--- src/hdl/sparse_logistic_regression_assert.svh ---
`ifndef SPARSE_LOGISTIC_REGRESSION_ASSERT_SVH
`define SPARSE_LOGISTIC_REGRESSION_ASSERT_SVH

// same-cycle implication, sampled on clk_i, off while rst_ni is low
`define SLR_ASSERT_NOW(lbl, ante, cons, msg) \
  lbl: assert property (@(posedge clk_i) disable iff (!rst_ni) (ante) |-> (cons)) \
    else $error(msg);

// next-cycle implication
`define SLR_ASSERT_NEXT(lbl, ante, cons, msg) \
  lbl: assert property (@(posedge clk_i) disable iff (!rst_ni) (ante) |=> (cons)) \
    else $error(msg);

`endif

--- src/hdl/slr_pkg.sv ---
package slr_pkg;

  localparam int INDEX_W = 12;
  localparam int INDEX_DEPTH = 1 << INDEX_W;
  localparam int DATA_W = 32;
  localparam int ACC_W = 48;
  localparam int IN_TDATA_W = 176;
  localparam int OUT_TDATA_W = 48;
  localparam int SIG_W = 25;

  typedef enum logic [1:0] {
    KIND_WRITE = 2'd0,
    KIND_PRED  = 2'd1,
    KIND_GRAD  = 2'd2,
    KIND_READ  = 2'd3
  } kind_e;

  typedef enum logic [1:0] {
    RK_RAW  = 2'd0,
    RK_SIG  = 2'd1,
    RK_GRAD = 2'd2
  } rkind_e;

  // sigmoid(0..8) in Q1.24
  localparam logic [SIG_W-1:0] SIG_ONE = 25'd16777216;
  localparam logic [SIG_W-1:0] SIG_TABLE [9] = '{
    25'd8388608,  25'd12265128, 25'd14777323, 25'd15981542, 25'd16475457,
    25'd16664929, 25'd16735732, 25'd16761931, 25'd16771590
  };

  function automatic logic signed [ACC_W-1:0] sat48(input logic signed [64:0] v);
    logic signed [ACC_W-1:0] r;
    if ((&v[64:ACC_W-1]) || !(|v[64:ACC_W-1])) begin
      r = v[ACC_W-1:0];
    end else if (v[64]) begin
      r = {1'b1, {(ACC_W-1){1'b0}}};
    end else begin
      r = {1'b0, {(ACC_W-1){1'b1}}};
    end
    return r;
  endfunction

  function automatic logic signed [DATA_W-1:0] sat32(input logic signed [63:0] v);
    logic signed [DATA_W-1:0] r;
    if ((&v[63:DATA_W-1]) || !(|v[63:DATA_W-1])) begin
      r = v[DATA_W-1:0];
    end else if (v[63]) begin
      r = {1'b1, {(DATA_W-1){1'b0}}};
    end else begin
      r = {1'b0, {(DATA_W-1){1'b1}}};
    end
    return r;
  endfunction

endpackage

--- src/hdl/slr_mul.sv ---
module slr_mul
  import slr_pkg::*;
#(
  parameter int FRACTION_BITS = 16
) (
  input  logic                      clk_i,
  input  logic signed [DATA_W-1:0]  a_i,
  input  logic signed [DATA_W-1:0]  b_i,
  output logic signed [63:0]        prod_o
);

  logic signed [63:0] full;
  logic signed [63:0] prod_q;

  assign full = 64'(a_i) * 64'(b_i);

  // arithmetic shift rounds toward minus infinity
  always_ff @(posedge clk_i) begin
    prod_q <= full >>> FRACTION_BITS;
  end

  assign prod_o = prod_q;

endmodule

--- config.mk ---
export PLATFORM = sky130hd
export DESIGN_NAME = slr_mul
export DESIGN_NICKNAME = d
export VERILOG_FILES = /design/src/hdl/sparse_logistic_regression_assert.svh /design/src/hdl/slr_pkg.sv /design/src/hdl/slr_mul.sv
export SDC_FILE = /design/constraint.sdc
export NUM_CORES = 2
export LEC_CHECK = 0
export ABC_AREA = 0
export BUFFER_PORTS_ARGS = -buffer_cell sky130_fd_sc_hd__buf_2
export CAP_MARGIN = 20
export CORE_MARGIN = 1.5
export CORE_UTILIZATION = 30
export DETAILED_ROUTE_END_ITERATION = 8
export PLACE_DENSITY = 0.45
export SLEW_MARGIN = 20
export SYNTH_ARGS = -nofsm -noshare
export SYNTH_HDL_FRONTEND = slang
export SYNTH_SLANG_ARGS = --single-unit
export TNS_END_PERCENT = 100
--- constraint.sdc ---
create_clock -name clk_i -period 9.9 [get_ports clk_i]
set_input_delay 0.99 -clock clk_i [delete_from_list [all_inputs] [get_ports clk_i]]
set_output_delay 0.99 -clock clk_i [all_outputs]
set_load 0.1 [all_outputs]
==> metrics.txt <==
# TYPE chip_impl_metric gauge
chip_impl_info{name="status",value="finished clean"} 1
chip_impl_info{name="worst_hold_path.endpoint",value="prod_o[16]"} 1
chip_impl_metric{name="data_required_time_at_the_worst_endpoint",unit="ps"} 10180
chip_impl_metric{name="first_pass_iters",unit=""} 5
chip_impl_metric{name="async_flop_share",unit=""} 0
chip_impl_info{name="cp-start-kind",value="input port"} 1
chip_impl_metric{name="cts.clk_slew.worst_paths",unit="ps"} 100
chip_impl_metric{name="finalMaxSlewViolations",unit=""} 0
chip_impl_metric{name="ctsHtreeMaxLevel",unit=""} 2
chip_impl_metric{name="grt_max_degree",unit=""} 33
chip_impl_metric{name="crit_cells",unit=""} 26
chip_impl_metric{name="final_hold_viol_count",unit=""} 0
chip_impl_metric{name="cpPeakStageDelay",unit="ps"} 720
chip_impl_metric{name="finalHoldWorstSlack",unit="ps"} 1930
chip_impl_info{name="top_layer_used",value="met5"} 1
chip_impl_metric{name="chipWidth",unit="µm"} 352
chip_impl_metric{name="route.detailed.wl_per_inst",unit="µm"} 19.9
chip_impl_metric{name="cts.repair_timing.setup_buffer_count",unit=""} 0
chip_impl_metric{name="route.detailed.vias_per_inst",unit=""} 4.51
chip_impl_metric{name="fin_crit_sh",unit=""} 0.909
chip_impl_metric{name="initial_utilization",unit=""} 0.302
chip_impl_metric{name="cts_buffer_depth",unit=""} 2
chip_impl_info{name="cpLargestDelayFamily",value="adder cells"} 1
chip_impl_info{name="clock_root_buffer",value="clkbuf_16"} 1
chip_impl_metric{name="register_bit_total_from_synthesis",unit=""} 48
chip_impl_metric{name="nets",unit=""} 5146
chip_impl_metric{name="detailroute.via_count",unit=""} 24500
chip_impl_metric{name="wl_met2",unit="µm"} 54400
chip_impl_metric{name="worstPathBufferInverterCount",unit=""} 7
chip_impl_metric{name="met3_routed_wl",unit="µm"} 2730
chip_impl_info{name="rsz0062_at_grt",value="no"} 1
chip_impl_metric{name="clock.fmax",unit="MHz"} 111
chip_impl_info{name="postSynth.topFlopCell",value="dfxtp_1"} 1
chip_impl_metric{name="synthesis.instances",unit=""} 3836
chip_impl_metric{name="final_period_minus_worst_setup_slack",unit="ps"} 8990
chip_impl_metric{name="die_height",unit="µm"} 352
chip_impl_metric{name="antenna_found_initial",unit=""} 15
chip_impl_metric{name="critical_path.max_fanout",unit=""} 25
chip_impl_metric{name="synth_area",unit="µm²"} 36600
chip_impl_metric{name="post_synth.cell_area_avg",unit="µm²"} 9.55
chip_impl_info{name="min_path_type",value="reg -> out"} 1
chip_impl_metric{name="postSynthNetCount",unit=""} 5162
chip_impl_metric{name="post-route-cell-area",unit="µm²"} 39200
chip_impl_metric{name="synth_cell_type_count",unit=""} 55
chip_impl_metric{name="clock-sinks",unit=""} 48
chip_impl_metric{name="post_cts_resize_count",unit=""} 0
chip_impl_metric{name="drt_iter0_drc",unit=""} 1123
chip_impl_info{name="worst_hold_startpoint",value="prod_o[16]$_DFF_P_"} 1
chip_impl_info{name="critical_path.most_common_cell",value="fa_1"} 1
chip_impl_metric{name="routabilityCongestion",unit=""} 0.850
chip_impl_metric{name="number_of_i_o_port_buffers",unit=""} 128
chip_impl_metric{name="synth_edf_count",unit=""} 0
chip_impl_metric{name="timing.hold.worst_path_depth",unit=""} 1
chip_impl_metric{name="fp.coreArea",unit="µm²"} 121000
chip_impl_metric{name="grt_first_pass_wirelength",unit="µm"} 171000
chip_impl_info{name="setup.worst_path.class",value="in -> reg"} 1
chip_impl_metric{name="area.growth.synth_to_final",unit="%"} 6.93
chip_impl_info{name="cp_slowest_cell",value="a311oi_1"} 1
chip_impl_metric{name="synth_warnings",unit=""} 0
chip_impl_metric{name="max_cap_violations",unit=""} 0
chip_impl_metric{name="design.die.area",unit="µm²"} 124000
chip_impl_metric{name="totalNegativeSetupSlack",unit="ps"} 0
chip_impl_metric{name="std_cell_rows",unit=""} 128
chip_impl_metric{name="top_level_ports",unit=""} 129
chip_impl_info{name="cts_tree",value="built"} 1
chip_impl_metric{name="timing_worst_slew_pin_value",unit="ps"} 1170
chip_impl_metric{name="route.detailed.drc",unit=""} 0
chip_impl_metric{name="largest_register_ff_count",unit=""} 48
chip_impl_metric{name="placedInstanceArea",unit="µm²"} 39000
chip_impl_metric{name="dpl.hpwl",unit="µm"} 91300
chip_impl_metric{name="cp_arrival",unit="ps"} 9280
chip_impl_metric{name="slew-limit-headroom",unit=""} 0.216
chip_impl_metric{name="drt.antenna.violating_nets",unit=""} 0
chip_impl_metric{name="postRouteWirelength",unit="µm"} 108000
chip_impl_info{name="critPathCaptureType",value="flop"} 1
chip_impl_metric{name="cts_made_buffers",unit=""} 5
chip_impl_metric{name="post_cts_hold_buffer_count",unit=""} 0
chip_impl_metric{name="global_route.overflow_total",unit=""} 0
chip_impl_metric{name="grt_util_all_layers",unit=""} 0.182
chip_impl_metric{name="finalSetupViolCount",unit=""} 0
chip_impl_metric{name="drive_gt1_frac",unit=""} 0.0565
chip_impl_metric{name="synth.yosys.seq_area_share",unit=""} 0.0262
chip_impl_metric{name="grt_pass1_vias",unit=""} 27600
chip_impl_metric{name="wl_met1",unit="µm"} 49200
==> cell families (layout without fill, tap and decap cells) <==
group                    Yosys count  count (layout)  synth area share
AND/OR/NAND/NOR                 1140            1140             0.156
buffers and inverters           1171            1156             0.122
AO/OA/AOI/OAI                    153             153            0.0282
flip-flops                        48              48            0.0262
adder cells (fa/ha/maj)         1261            1261             0.652
XOR/XNOR                          63              63            0.0151
other                              0               1                 0
==> through the flow <==
step	util	std cells	setup slack, ps
3_5_place_dp	0.321	5438	541
3_3_place_gp	0.321	5438	165
4_1_cts	0.323	5446	925
6_report	0.323	5447	906
5_1_grt	0.323	5446	592
2_1_floorplan	-	3836	1690
==> cells in the mapped netlist, types with 2 or more instances <==
| master | n | area [µm²] |
|---|---|---|
| a211o_1 | 2 | 17.5 |
| a211oi_1 | 5 | 37.5 |
| a21o_1 | 21 | 158 |
| a21oi_1 | 48 | 240 |
| a221oi_1 | 3 | 26.3 |
| a311oi_1 | 2 | 17.5 |
| and2_1 | 512 | 3200 |
| and3_1 | 7 | 43.8 |
| and4_1 | 2 | 17.5 |
| buf_1 | 4 | 15.0 |
| buf_4 | 16 | 120 |
| clkbuf_1 | 200 | 751 |
| dfxtp_1 | 48 | 961 |
| fa_1 | 1081 | 21600 |
| ha_1 | 180 | 2250 |
| inv_1 | 950 | 3570 |
| nand2_1 | 513 | 1930 |
| nand2b_1 | 12 | 75.1 |
| nand3_1 | 12 | 60.1 |
| nand4_1 | 14 | 87.6 |
| nand4b_1 | 3 | 26.3 |
| nor2_1 | 46 | 173 |
| nor2b_1 | 4 | 25.0 |
| nor3_1 | 7 | 35.0 |
| nor4_1 | 3 | 18.8 |
| o2111ai_1 | 3 | 26.3 |
| o211a_1 | 3 | 30.0 |
| o211ai_1 | 3 | 22.5 |
| o21a_1 | 6 | 45.0 |
| o21ai_0 | 26 | 130 |
| o21ai_1 | 2 | 10.0 |
| o21ai_2 | 2 | 17.5 |
| o21bai_1 | 8 | 60.1 |
| o221ai_1 | 2 | 17.5 |
| o22ai_1 | 2 | 12.5 |
| o311ai_1 | 2 | 17.5 |
| o31ai_1 | 3 | 22.5 |
| xnor2_1 | 40 | 350 |
| xor2_1 | 23 | 201 |
==> placed cells by master, fill, tap and decap left out, types with 8 or more instances in the layout <==
cell         n
a21oi_1     48
nand2_1    513
nand4_1     14
buf_4       68
a21o_1      21
fa_1      1081
o21bai_1     8
inv_1      950
xor2_1      23
nand2b_1    12
buf_2      128
nor2_1      46
and2_1     512
dfxtp_1     48
ha_1       180
xnor2_1     40
o21ai_0     26
nand3_1     12
==> how the worst max path moves through the flow <==
stage             from                 end  slack, ps
6_report       a_i[20]  prod_o[46]$_DFF_P_        910
5_1_grt        a_i[10]  prod_o[46]$_DFF_P_        590
4_1_cts        a_i[20]  prod_o[35]$_DFF_P_        920
3_5_place_dp   a_i[20]  prod_o[35]$_DFF_P_        540
3_3_place_gp   a_i[20]  prod_o[35]$_DFF_P_        170
2_1_floorplan  a_i[31]  prod_o[47]$_DFF_P_       1690
==> cell type report <==
type | count | area (µm²)
Antenna cell | 1 | 2.50
Clock buffer | 5 | 125
Clock inverter | 3 | 68.8
Fill cell | 12800 | 82200
Inverter | 950 | 3570
Multi-Input combinational cell | 2617 | 31200
Sequential cell | 48 | 961
Tap cell | 1625 | 2030
Timing Repair Buffer | 198 | 1190
==> metal layers <==
layer  vias up  global-route usage
met5         -                   0
met4         4              0.0306
met3        77              0.0132
met2       393               0.316
met1     13300               0.252
li1      10800                   -
Power is left out: the tool's default activity adds up to more than one toggle a clock period on the data nets, which glitch-free logic cannot reach.
